`src/rtl/dhd_pkg.sv`:
```
// shared types, codes and constants of the double hash dictionary
package dhd_pkg;

   // string geometry
   localparam int STRING_LETTERS = 12;
   localparam int LETTER_BITS    = 3 * STRING_LETTERS;
   localparam int CODE_BITS      = 3;
   localparam int LIDX_BITS      = (STRING_LETTERS > 1) ? $clog2(STRING_LETTERS) : 1;

   // letter codes; anything above the last known letter adds nothing to the key
   localparam logic [CODE_BITS-1:0] CODE_PAD = 3'd0;
   localparam logic [CODE_BITS-1:0] CODE_A   = 3'd1;
   localparam logic [CODE_BITS-1:0] CODE_C   = 3'd2;
   localparam logic [CODE_BITS-1:0] CODE_G   = 3'd3;
   localparam logic [CODE_BITS-1:0] CODE_T   = 3'd4;

   // table and probe limit
   localparam int TABLE_SIZE_DEFAULT = 1021;
   localparam int PROBE_BITS         = 10;
   localparam logic [PROBE_BITS-1:0] MAX_PROBES_RESET = 10'd100;

   // modes
   localparam logic MODE_INSERT = 1'b0;
   localparam logic MODE_FIND   = 1'b1;

   // outcome codes
   localparam logic [1:0] OUT_STORED    = 2'd0;
   localparam logic [1:0] OUT_GAVE_UP   = 2'd1;
   localparam logic [1:0] OUT_FOUND     = 2'd2;
   localparam logic [1:0] OUT_NOT_FOUND = 2'd3;

   // request beat
   typedef struct packed {
      logic                   mode;
      logic [LETTER_BITS-1:0] key_chars;
   } req_type;

   // response beat
   typedef struct packed {
      logic [1:0]            outcome;
      logic [PROBE_BITS-1:0] probe_count;
   } rsp_type;

   // commands from controller to datapath
   typedef struct packed {
      logic       clear;
      logic       load;
      logic       fold;
      logic       seed;
      logic       read;
      logic       advance;
      logic       store;
      logic       set_outcome;
      logic [1:0] outcome;
   } cmd_type;

   // status from datapath to controller
   typedef struct packed {
      logic clear_last;
      logic fold_last;
      logic limit_zero;
      logic slot_valid;
      logic slot_match;
      logic limit_hit;
      logic mode_find;
   } status_type;

endpackage

```
`src/rtl/dhd_ctrl.sv`:
```
// controller state machine of the double hash dictionary
module dhd_ctrl (
   input  logic                clock,
   input  logic                reset,
   input  logic                start,
   input  dhd_pkg::status_type status,
   output dhd_pkg::cmd_type    cmd,
   output logic                busy,
   output logic                rsp_valid
);
   import dhd_pkg::*;

   localparam logic [2:0] ST_CLEAR = 3'd0;
   localparam logic [2:0] ST_IDLE  = 3'd1;
   localparam logic [2:0] ST_FOLD  = 3'd2;
   localparam logic [2:0] ST_SEED  = 3'd3;
   localparam logic [2:0] ST_READ  = 3'd4;
   localparam logic [2:0] ST_CHECK = 3'd5;
   localparam logic [2:0] ST_DONE  = 3'd6;

   logic [2:0] state_ff;
   logic [2:0] state_in;
   logic [1:0] give_up_code;

   // outcome when the probe limit runs out
   assign give_up_code = status.mode_find ? OUT_NOT_FOUND : OUT_GAVE_UP;

   // next state and commands
   always_comb begin
      state_in = state_ff;
      cmd      = '0;
      unique case (state_ff)
         ST_CLEAR: begin
            cmd.clear = 1'b1;
            if (status.clear_last) begin
               state_in = ST_IDLE;
            end
         end
         ST_IDLE: begin
            if (start) begin
               cmd.load = 1'b1;
               state_in = ST_FOLD;
            end
         end
         ST_FOLD: begin
            cmd.fold = 1'b1;
            if (status.fold_last) begin
               state_in = ST_SEED;
            end
         end
         ST_SEED: begin
            cmd.seed = 1'b1;
            if (status.limit_zero) begin
               cmd.set_outcome = 1'b1;
               cmd.outcome     = give_up_code;
               state_in        = ST_DONE;
            end else begin
               state_in = ST_READ;
            end
         end
         ST_READ: begin
            cmd.read = 1'b1;
            state_in = ST_CHECK;
         end
         ST_CHECK: begin
            priority if (!status.slot_valid) begin
               cmd.set_outcome = 1'b1;
               cmd.store       = !status.mode_find;
               cmd.outcome     = status.mode_find ? OUT_NOT_FOUND : OUT_STORED;
               state_in        = ST_DONE;
            end else if (status.mode_find && status.slot_match) begin
               cmd.set_outcome = 1'b1;
               cmd.outcome     = OUT_FOUND;
               state_in        = ST_DONE;
            end else if (status.limit_hit) begin
               cmd.set_outcome = 1'b1;
               cmd.outcome     = give_up_code;
               state_in        = ST_DONE;
            end else begin
               cmd.advance = 1'b1;
               state_in    = ST_READ;
            end
         end
         ST_DONE: begin
            state_in = ST_IDLE;
         end
         default: begin
            state_in = ST_IDLE;
         end
      endcase
   end

   // state register
   always_ff @(posedge clock) begin
      if (reset) begin
         state_ff <= ST_CLEAR;
      end else begin
         state_ff <= state_in;
      end
   end

   assign busy      = (state_ff != ST_IDLE);
   assign rsp_valid = (state_ff == ST_DONE);

endmodule

```
`config.mk`:
```
export PLATFORM = sky130hd
export DESIGN_NAME = dhd_ctrl
export DESIGN_NICKNAME = d
export VERILOG_FILES = /design/src/rtl/dhd_pkg.sv /design/src/rtl/dhd_ctrl.sv
export SDC_FILE = /design/constraint.sdc
export NUM_CORES = 1
export LEC_CHECK = 0
export ABC_CLOCK_PERIOD_IN_PS = 1200
export BUFFER_PORTS_ARGS = -buffer_cell sky130_fd_sc_hd__buf_2
export CAP_MARGIN = 10
export CORE_AREA = 4 4 41 43
export DETAILED_ROUTE_END_ITERATION = 8
export DIE_AREA = 0 0 45 47
export PLACE_DENSITY = 0.58
export SLEW_MARGIN = 40
export SYNTH_ARGS = -nofsm -noshare
export SYNTH_HDL_FRONTEND = slang
export SYNTH_SLANG_ARGS = --single-unit
```
`constraint.sdc`:
```
create_clock -name clock -period 1.2 [get_ports clock]
set_input_delay 0.3 -clock clock [delete_from_list [all_inputs] [get_ports clock]]
set_output_delay 0.3 -clock clock [all_outputs]
set_load 0.1 [all_outputs]
```
# ---- Word level (Yosys, flattened, before mapping)
# Cells that the tools add are included.
dict set report word_totals {
  output_inout_bits 12
  elab_cells 41
  in_bits 10
  reg_bits 3
}
dict set report classes {
  n_eq_ne 10
  muxes 26
  reduce_logical 4
}
# cell count
set ops {}
lappend ops {{2-to-1 mux 3 bit} 9}
lappend ops {{case mux 3 bit (6 select lines)} 1}
lappend ops {{2-to-1 mux 1 bit} 10}
lappend ops {{2-to-1 mux 2 bit} 5}
lappend ops {{equality test 3 bit (second input constant)} 3}
lappend ops {{equality test 3 x 2 -> 1 bit (second input constant)} 2}
lappend ops {{!= test 2 bit (second input constant)} 3}
lappend ops {{case mux 3 bit (2 select lines)} 1}
lappend ops {{equality test 3 x 1 -> 1 bit (second input constant)} 1}
lappend ops {{logical NOT 3 bit} 1}
lappend ops {{!= test 3 x 1 -> 1 bit (second input constant)} 1}
lappend ops {{AND reduction 3 bit} 1}
lappend ops {{logical AND 1 bit} 1}
lappend ops {{logical NOT 1 bit} 1}

# ---- Logic depth before layout (Yosys ltp)
# Gate-level depths: netlist (run 1).
dict set report logic_depth {
  depth_word 5
  depth_mapped 4
}

# ---- Least setup slack after synthesis (run 1)
# No wires, ideal clock.
dict set report synth_path {
  path_kind {reg-to-output}
  from {reg state_ff[1]}
  to {out cmd[0] (netlist bit)}
  arrival_time_ns 2.856
  required_ns 0.900
  path_stages_with_launch 3
  n_path_buf 0
  path_slack_ns -1.956
  path_cell_list {dfxtp_1 -> nand3b_1 -> o31ai_1}
}
# element line
set synth_rtl {}
lappend synth_rtl {{start, declared} dhd_ctrl.sv:21} ;# logic [2:0] state_ff;
lappend synth_rtl {{start signal, assigned} dhd_ctrl.sv:98} ;# state_ff <= state_in;
lappend synth_rtl {{end, declared} dhd_ctrl.sv:7} ;# output dhd_pkg::cmd_type cmd,

==> impl_metrics.env, run 1 <==
export IMPL_status="finished with violations"
export IMPL_violations="negative setup slack"
export IMPL_timing_final_crit_period_ns=1.69
export IMPL_diodes=0
export IMPL_crit_fanout=7
export IMPL_clock_power_share_pct=17.6
export IMPL_clkLatencyLatePin_ns=0.23
export IMPL_vias_per_cell=4.74
export IMPL_dp_hpwl_um=1020
export IMPL_die_h_um=47
export IMPL_mappedNetlistNets=52
export IMPL_synth_edf_count=0
export IMPL_area_delta_synth_final_pct=202
export IMPL_drc=0
export IMPL_rows=13
export IMPL_initialDrtViolationCount=2
export IMPL_port_buffers=21
export IMPL_cap_violations=0
export IMPL_crit_slowest_cell="dfxtp_2"
export IMPL_synth_seq_cells=3
export IMPL_cts_buffer_depth=2
export IMPL_ir_drop_mv=0.516
export IMPL_synth_top_flop_cell="dfxtp_1"
export IMPL_critical_path_max_stage_delay_ns=0.31
export IMPL_yosysUniqueCellTypes=26
export IMPL_cts_buffers=3
export IMPL_layout_drive_gt1_share_pct=77.1
export IMPL_first_pass_iters=3
export IMPL_slew_headroom_pct=71.0
export IMPL_grt_usage_pct=14.3
export IMPL_crit_buf_inv=2
export IMPL_ant_nets=0
export IMPL_overflow=0
export IMPL_final_common_cell="buf_4"
export IMPL_cts_sinks=3
export IMPL_combPwrFrac_pct=70.0
export IMPL_place_congestion=0.673
export IMPL_synth_async_sr_flop_share_pct=0
export IMPL_grt_max_degree=8
export IMPL_total_power_mw=1.02
export IMPL_cts_tree="built"
export IMPL_die_w_um=45
export IMPL_critPathTopFamily="buffers and inverters"
export IMPL_ios=22
export IMPL_wl_um=1270
export IMPL_p_int_uw=532
export IMPL_netSwitchingFraction_pct=47.6
export IMPL_powerDensity_mw_per_mm2=1130
export IMPL_dieArea_mm2=0.00212
export IMPL_final_cell_mix="buf_4 (14), buf_12 (12), buf_2 (9)"
export IMPL_cp_end_kind="primary output"
export IMPL_clock_skew_ns=0.000904
export IMPL_switchingPower_uw=484
export IMPL_post_route_util_pct=68.8
export IMPL_rsz0062_at_grt="true"
export IMPL_worstPathRequired_ns=0.90
export IMPL_avgSynthCellArea_um2=7.06
export IMPL_cts_root_buf="clkbuf_4"
export IMPL_yosysWarnings=0
export IMPL_setup_slack_ns=-0.487
export IMPL_grt_pass1_wl_um=2170
export IMPL_via_count=465
export IMPL_ctsHoldBuffers=0
export IMPL_synth_seq_area_share_pct=20.3
export IMPL_dpl_instance_area_um2=791
export IMPL_initial_core_util_pct=22.8
export IMPL_regMostFlops="state_ff"
export IMPL_h_tree_depth=1
export IMPL_core_area_mm2=0.00130
export IMPL_final_area_um2=896
export IMPL_report_final_slew_viol_count=0
export IMPL_biggestRegsByFlops="state_ff: 3 flops"
export IMPL_syn_area_um2=297
export IMPL_cp_start_kind="flop"
export IMPL_layout_nets=94
export IMPL_worstPathCellList="buf_4 > and3b_4 > nand2_4 > a21boi_4 > buf_12"
export IMPL_cts_clk_slew_worst_paths_ns=0.04
export IMPL_netlist_instances=42
export IMPL_worst_pin_slew_ns=0.424
export IMPL_worst_setup_path_type="reg -> out"
export IMPL_setup_viol=13
export IMPL_seq_power_share_pct=12.4
export IMPL_min_delay_path_class="in -> reg"
export IMPL_grt_pass1_vias=497
export IMPL_crit_arrival_ns=1.39
export IMPL_wl_per_cell_um=12.9
export IMPL_power_leakage_nw=0.390
export IMPL_finalCritPeriodShare_pct=141
export IMPL_max_freq_mhz=593
export IMPL_hold_violations=0
export IMPL_antenna_found_initial=0
export IMPL_largest_reg_flops=3
worst paths after layout:
check	startpoint	end	slack, ns	cells after the start
max	state_ff[1]$_SDFFE_PP0P_	cmd[1]	-0.49	5
min	reset	state_ff[2]$_SDFFE_PP0P_	0.27	2
max reg2reg	state_ff[1]$_SDFFE_PP0P_	state_ff[1]$_SDFFE_PP0P_	-0.17	6
min reg2reg	state_ff[2]$_SDFFE_PP0P_	state_ff[0]$_SDFFE_PP0P_	0.68	3
layout make-up:
type / count / area (µm²)
Clock buffer: 4 / 26.3
Multi-Input combinational cell: 35 / 342
Tap cell: 15 / 18.8
Sequential cell: 3 / 63.8
Fill cell: 103 / 405
Inverter: 2 / 10.0
Timing Repair Buffer: 39 / 435
metrics by stage:
stage / hold WS (ns) / instances / setup TNS (ns) / setup slack, ns
floorplan: 0.362 / 42 / -5.37 / -0.737
global placement: 0.505 / 91 / -1.76 / -0.268
detailed placement: 0.507 / 91 / -2.09 / -0.302
CTS: 0.261 / 98 / -4.47 / -0.486
global route: 0.270 / 98 / -4.95 / -0.534
finish: 0.268 / 98 / -4.35 / -0.487
metal layers:
| metal | track usage (%) | vias to the layer above | wire length [µm] |
|---|---|---|---|
| li1 | - | 233 | - |
| met1 | 15.0 | 206 | 452 |
| met2 | 27.1 | 22 | 701 |
| met3 | 4.60 | 4 | 89 |
| met4 | 4.09 | 0 | 25 |
| met5 | 0 | - | 0 |
kinds of logic (layout without fill, tap and decap cells):
kind of cell,count (synthesis),in the layout,synth area share [%]
DFF,3,3,20.3
and+or+nand+nor,23,23,41.8
AOI/OAI and AO/OA,12,12,29.1
buffers and inverters,4,45,8.86
repair_timing:
action                     CTS  global route
gates resized for setup     12             3
setup buffers                3             1
pin swaps                    4             3
setup endpoints to repair   13            14
Yosys cell counts (2+ instances only):
master	instances	area share (%)
nand2_1	5	6.3
nor3_1	3	5.1
dfxtp_1	3	20
nor2b_1	2	4.2
inv_1	2	2.5
nor3b_1	2	5.1
nand2b_1	2	4.2
nor2_1	5	6.3
power groups by stage:
stage | Clock [mW] | Combinational, mW | Sequential [mW]
final | 0.179 | 0.711 | 0.126
after global routing | 0.190 | 0.739 | 0.128
after CTS | 0.186 | 0.706 | 0.125
after detailed placement | 0 | 0.660 | 0.125
after global placement | 0 | 0.649 | 0.124
after floorplan | 0 | 0.398 | 0.134
Note: power is estimated with default switching activity, not from simulation.
==> run 2, diff against run 1 <==
- ABC_AREA: unset -> 1
- PLACE_DENSITY: 0.58 -> 0.61
==> impl_metrics.env, run 2 <==
export IMPL_cts_buffer_depth=2
export IMPL_avgSynthCellArea_um2=6.14
export IMPL_tns_ns=-4.25
export IMPL_p_int_uw=900
export IMPL_crit_fanout=4
export IMPL_ir_drop_mv=1.30
export IMPL_netlist_instances=53
export IMPL_synthMuxAreaShare_pct=0
export IMPL_crit_arrival_ns=1.32
export IMPL_synth_top_flop_cell="dfxtp_1"
export IMPL_via_count=546
export IMPL_worstPathRequired_ns=0.90
export IMPL_ant_nets=0
export IMPL_grt_pass1_vias=569
export IMPL_clock_power_share_pct=10.7
export IMPL_synth_area_leaders="dfxtp_1 (18%), nand3_1 (9.2%), nand3_2 (9.2%)"
export IMPL_synth_top_family_by_area="simple AND/OR/NAND/NOR gates"
export IMPL_first_pass_iters=4
export IMPL_mappedNetlistNets=63
export IMPL_diodes=0
export IMPL_cp_end_kind="primary output"
export IMPL_drc=0
export IMPL_cts_tree="built"
export IMPL_seq_power_share_pct=10.3
export IMPL_synth_fa_ha_area_share_pct=0
export IMPL_die_w_um=45
export IMPL_wl_per_cell_um=14.3
export IMPL_critical_path_startpoint="state_ff[2]$_SDFFE_PP0P_"
export IMPL_synth_edf_count=0
export IMPL_final_cell_mix="buf_4 (15), buf_12 (13), buf_2 (9)"
export IMPL_netSwitchingFraction_pct=52.6
export IMPL_grt_max_degree=6
export IMPL_synth_xor_area_share_pct=0
export IMPL_clkLatencyLatePin_ns=0.25
export IMPL_reg2reg_from="state_ff[0]$_SDFFE_PP0P_"
export IMPL_worst_setup_path_type="reg -> out"
export IMPL_final_area_mm2=0.00110
export IMPL_max_freq_mhz=618
export IMPL_antenna_found_initial=0
export IMPL_port_buffers=21
export IMPL_post_route_util_pct=84.9
export IMPL_hold_violations=0
export IMPL_regMostFlops="state_ff"
export IMPL_vias_per_cell=4.75
export IMPL_rsz0062_at_grt="true"
export IMPL_place_congestion=0.639
export IMPL_layout_nets=111
export IMPL_slew_headroom_pct=78.8
export IMPL_powerDensity_mw_per_mm2=1720
export IMPL_finalCritPeriodShare_pct=135
export IMPL_ios=22
export IMPL_grt_pass1_wl_um=2460
export IMPL_cts_buffers=3
export IMPL_switchingPower_uw=999
export IMPL_hp_start="reset"
export IMPL_overflow=0
export IMPL_power_leakage_nw=0.477
export IMPL_cts_root_buf="clkbuf_4"
export IMPL_synth_compound_gate_area_share_pct=10.8
export IMPL_cp_start_kind="flop"
export IMPL_combPwrFrac_pct=79.0
export IMPL_synth_seq_cells=3
export IMPL_dp_hpwl_um=1070
export IMPL_status="finished with violations"
export IMPL_h_tree_depth=1
export IMPL_area_delta_synth_final_pct=240
export IMPL_worst_pin_slew_ns=0.314
export IMPL_yosysUniqueCellTypes=18
export IMPL_synth_async_sr_flop_share_pct=0
export IMPL_grt_usage_pct=17.3
export IMPL_min_delay_path_class="in -> reg"
export IMPL_initial_core_util_pct=25.0
export IMPL_synth_top_cell_by_area="dfxtp_1"
export IMPL_synthSimpleGateAreaFrac_pct=55.8
export IMPL_synth_seq_area_share_pct=18.5
export IMPL_core_area_mm2=0.00130
export IMPL_yosysWarnings=0
export IMPL_timing_final_crit_period_ns=1.62
export IMPL_syn_area_um2=325
export IMPL_violations="negative setup slack"
export IMPL_biggestRegsByFlops="state_ff: 3 flops"
export IMPL_wl_um=1650
export IMPL_cap_violations=0
export IMPL_largest_reg_flops=3
export IMPL_rows=13
export IMPL_synth_top_area_share_pct=18.5
export IMPL_die_h_um=47
export IMPL_layout_drive_gt1_share_pct=82.0
export IMPL_setup_viol=13
export IMPL_dieArea_mm2=0.00212
export IMPL_synth_common_cells="inv_1 (6), nand3_1 (6), nor2_1 (6)"
export IMPL_report_final_slew_viol_count=0
export IMPL_final_common_cell="buf_4"
export IMPL_clock_skew_ns=0.00933
export IMPL_cts_sinks=3
export IMPL_dpl_instance_area_um2=920
export IMPL_initialDrtViolationCount=2
export IMPL_setup_slack_ns=-0.417
export IMPL_cts_clk_slew_worst_paths_ns=0.04
-- run 2: cell count changes in the layout (fill, tap and decap cells not counted), sizes merged, moves of 2 or more --
cell,previous run,this run
buf,39,44
nand2,5,8
nor2,5,10
inv,2,10
nand3,0,9
nor2b,2,0
nor3b,2,0
nand2b,2,0
-- run 2: timing repair --
| action | 4_1_cts | 5_1_grt |
|---|---|---|
| resized for setup | 13 | 12 |
| pin swaps | 7 | 6 |
| endpoints found under the setup margin | 12 | 14 |
| buffers inserted | 4 | 5 |
| hold buffers | 0 | 0 |
-- run 2: path summary, 6_finish.rpt --
path	end	slack (ns)	depth (start not counted)
max	cmd[1]	-0.42	6
max reg2reg	state_ff[0]$_SDFFE_PP0P_	-0.18	8
min reg2reg	state_ff[2]$_SDFFE_PP0P_	0.60	2
min	state_ff[2]$_SDFFE_PP0P_	0.22	2
-- run 2: kinds of logic (layout without fill, tap and decap cells) --
group | Yosys count | after routing
compound gates | 6 | 6
simple gates | 32 | 32
flops | 3 | 3
buf+inv | 12 | 59
-- run 2: metrics by stage --
step           power (mW)  hold slack [ns]  worst slack (ns)  cells
6_report             1.90            0.224            -0.417    115
5_1_grt              2.00            0.213            -0.484    115
4_1_cts              1.72            0.202            -0.427    113
3_5_place_dp         1.40            0.468            -0.191    106
3_3_place_gp         1.38            0.467            -0.176    106
2_1_floorplan       0.987            0.359            -0.563     53
-- run 2: cell type report --
cell class / instances / area [µm²]
multi-input cells: 38 / 418
well taps: 15 / 18.8
inverters: 11 / 70.1
clock buffers: 4 / 26.3
fillers: 73 / 196
repair buffers: 44 / 500
flip-flops and latches: 3 / 71.3
-- run 2: power by group through the flow --
stage          combinational [mW]  sequential (mW)  clock [mW]
5_1_grt                      1.57            0.200       0.231
2_1_floorplan               0.803            0.184           0
6_report                     1.50            0.195       0.203
3_3_place_gp                 1.19            0.191           0
3_5_place_dp                 1.20            0.193           0
4_1_cts                      1.31            0.194       0.208
-- run 2: worst max-delay path, cell delays in order (launching register included) --
cell and delay, ns:
dfxtp_4 0.37, inv_8 0.07, nand3_4 0.12, inv_12 0.09
nand2_8 0.07, a21boi_4 0.17, buf_12 0.19
-- run 2: metal layers --
metal / vias to the layer above / global-route usage (%) / share of wire (%) / wire length [µm]
met5: - / 0 / 0 / 0
met4: 0 / 3.51 / 2.0 / 33
met3: 4 / 9.58 / 6.7 / 111
met2: 15 / 33.9 / 61 / 1010
met1: 264 / 15.4 / 30 / 491
li1: 263 / - / - / -
==> run 3, diff against run 2 <==
==> constraint.sdc (replaced) <==
create_clock -name clock -period 1.2 [get_ports clock]
set_input_delay 0.24 -clock clock [delete_from_list [all_inputs] [get_ports clock]]
set_output_delay 0.24 -clock clock [all_outputs]
set_load 0.1 [all_outputs]
==> impl_metrics.env, run 3 (synthesized netlist as in run 2, its figures left out) <==
export IMPL_crit_buf_inv=4
export IMPL_regMostFlops="state_ff"
export IMPL_dieArea_mm2=0.00212
export IMPL_grt_usage_pct=13.9
export IMPL_core_area_mm2=0.00130
export IMPL_timing_final_crit_period_ns=1.53
export IMPL_critPathTopFamily="buffers and inverters"
export IMPL_cp_end_kind="primary output"
export IMPL_ir_drop_mv=0.798
export IMPL_setup_slack_ns=-0.334
export IMPL_ios=22
export IMPL_cts_clk_slew_worst_paths_ns=0.04
export IMPL_clock_skew_ns=0.00237
export IMPL_first_pass_iters=1
export IMPL_drc=0
export IMPL_ant_nets=0
export IMPL_grt_max_degree=6
export IMPL_layout_drive_gt1_share_pct=82.0
export IMPL_min_delay_path_class="in -> reg"
export IMPL_grt_pass1_wl_um=2140
export IMPL_setup_viol=13
export IMPL_total_power_mw=1.72
export IMPL_crit_arrival_ns=1.29
export IMPL_dp_hpwl_um=1040
export IMPL_cts_buffer_depth=2
export IMPL_h_tree_depth=1
export IMPL_vias_per_cell=4.63
export IMPL_diodes=0
export IMPL_slew_headroom_pct=74.8
export IMPL_cts_root_buf="clkbuf_4"
export IMPL_cts_tree="built"
export IMPL_grt_pass1_vias=535
export IMPL_final_area_mm2=0.00107
export IMPL_final_cell_mix="buf_4 (18), buf_12 (13), buf_2 (9)"
export IMPL_port_buffers=21
export IMPL_max_freq_mhz=652
export IMPL_place_congestion=0.651
export IMPL_die_h_um=47
export IMPL_hold_violations=0
export IMPL_crit_slowest_cell="dfxtp_4"
export IMPL_largest_reg_flops=3
export IMPL_worstPathRequired_ns=0.96
export IMPL_initialDrtViolationCount=0
export IMPL_finalCritPeriodShare_pct=128
export IMPL_powerDensity_mw_per_mm2=1610
export IMPL_critical_path_max_stage_delay_ns=0.37
export IMPL_rows=13
export IMPL_ctsHoldBuffers=0
export IMPL_wl_um=1540
export IMPL_power_leakage_nw=0.471
export IMPL_clkLatencyLatePin_ns=0.23
export IMPL_cap_violations=0
export IMPL_report_final_slew_viol_count=0
export IMPL_area_delta_synth_final_pct=228
export IMPL_cts_sinks=3
export IMPL_dpl_instance_area_um2=920
export IMPL_rsz0062_at_grt="true"
export IMPL_final_common_cell="buf_4"
export IMPL_worst_setup_path_type="reg -> out"
export IMPL_layout_nets=111
export IMPL_cp_start_kind="flop"
export IMPL_violations="negative setup slack"
export IMPL_crit_fanout=5
export IMPL_worst_pin_slew_ns=0.373
export IMPL_wl_per_cell_um=13.4
export IMPL_overflow=0
export IMPL_initial_core_util_pct=25.0
export IMPL_antenna_found_initial=0
export IMPL_via_count=532
export IMPL_fillers=72
export IMPL_biggestRegsByFlops="state_ff: 3 flops"
export IMPL_cts_buffers=3
export IMPL_status="finished with violations"
export IMPL_worstPathCellList="inv_6 > nand3_4 > inv_2 > buf_4 > nand2_4 > nand2_8 > buf_12"
export IMPL_die_w_um=45
[run 3: changes by cell type in the layout (fill, tap and decap cells not counted), moves of 2 or more]
cell,before,now
buf_6,6,4
buf_4,15,18
nor2_4,6,4
nor2_2,2,4
nand2_4,1,3
[run 3: cell type report]
type                       instances  area (µm²)  share of cell area, %
clock buffer                       4        26.3                   2.46
sequential                         3        71.3                   6.68
multi-input combinational         38         395                   37.0
tap                               15        18.8                   1.76
inverter                          11        70.1                   6.57
timing repair buffer              44         485                   45.5
[run 3: path summary, 6_finish.rpt]
kind	startpoint	to	slack (ns)	cells past startpoint
worst min-delay path	reset	state_ff[2]$_SDFFE_PP0P_	0.19	2
worst max register to register	state_ff[1]$_SDFFE_PP0P_	state_ff[1]$_SDFFE_PP0P_	-0.06	9
worst min register to register	state_ff[0]$_SDFFE_PP0P_	state_ff[2]$_SDFFE_PP0P_	0.68	3
worst max-delay path	state_ff[1]$_SDFFE_PP0P_	cmd[2]	-0.33	7
[run 3: timing repair]
action | 4_1_cts | 5_1_grt
pin swaps | 4 | 4
gates resized for setup | 10 | 7
setup endpoints to repair | 12 | 14
buffers inserted | 1 | 4
[run 3: routing by layer]
metal / up-vias / GRT usage (%) / wire length, µm
li1: 266 / - / -
met1: 248 / 13.8 / 514
met2: 16 / 27.7 / 906
met3: 2 / 5.36 / 96
met4: 0 / 1.75 / 21
met5: - / 0 / 0
[run 3: where the power goes]
part / switching, mW / leakage [nW] / internal [mW]
Sequential: 0.0606 / 0.0267 / 0.135
Clock: 0.0539 / 0.0150 / 0.125
Combinational: 0.801 / 0.430 / 0.544
Total: 0.916 / 0.471 / 0.803
[run 3: per-stage QoR]
step / hold WS [ns] / setup slack (ns) / utilization [%] / std cells / setup TNS (ns)
2_1_floorplan: 0.299 / -0.503 / - / 53 / -3.23
3_5_place_dp: 0.424 / -0.121 / 70.7 / 106 / -0.497
4_1_cts: 0.177 / -0.351 / 77.3 / 111 / -3.02
6_report: 0.188 / -0.334 / 82.0 / 115 / -3.23
5_1_grt: 0.186 / -0.388 / 82.0 / 115 / -3.84
3_3_place_gp: 0.415 / -0.113 / 70.7 / 106 / -0.442
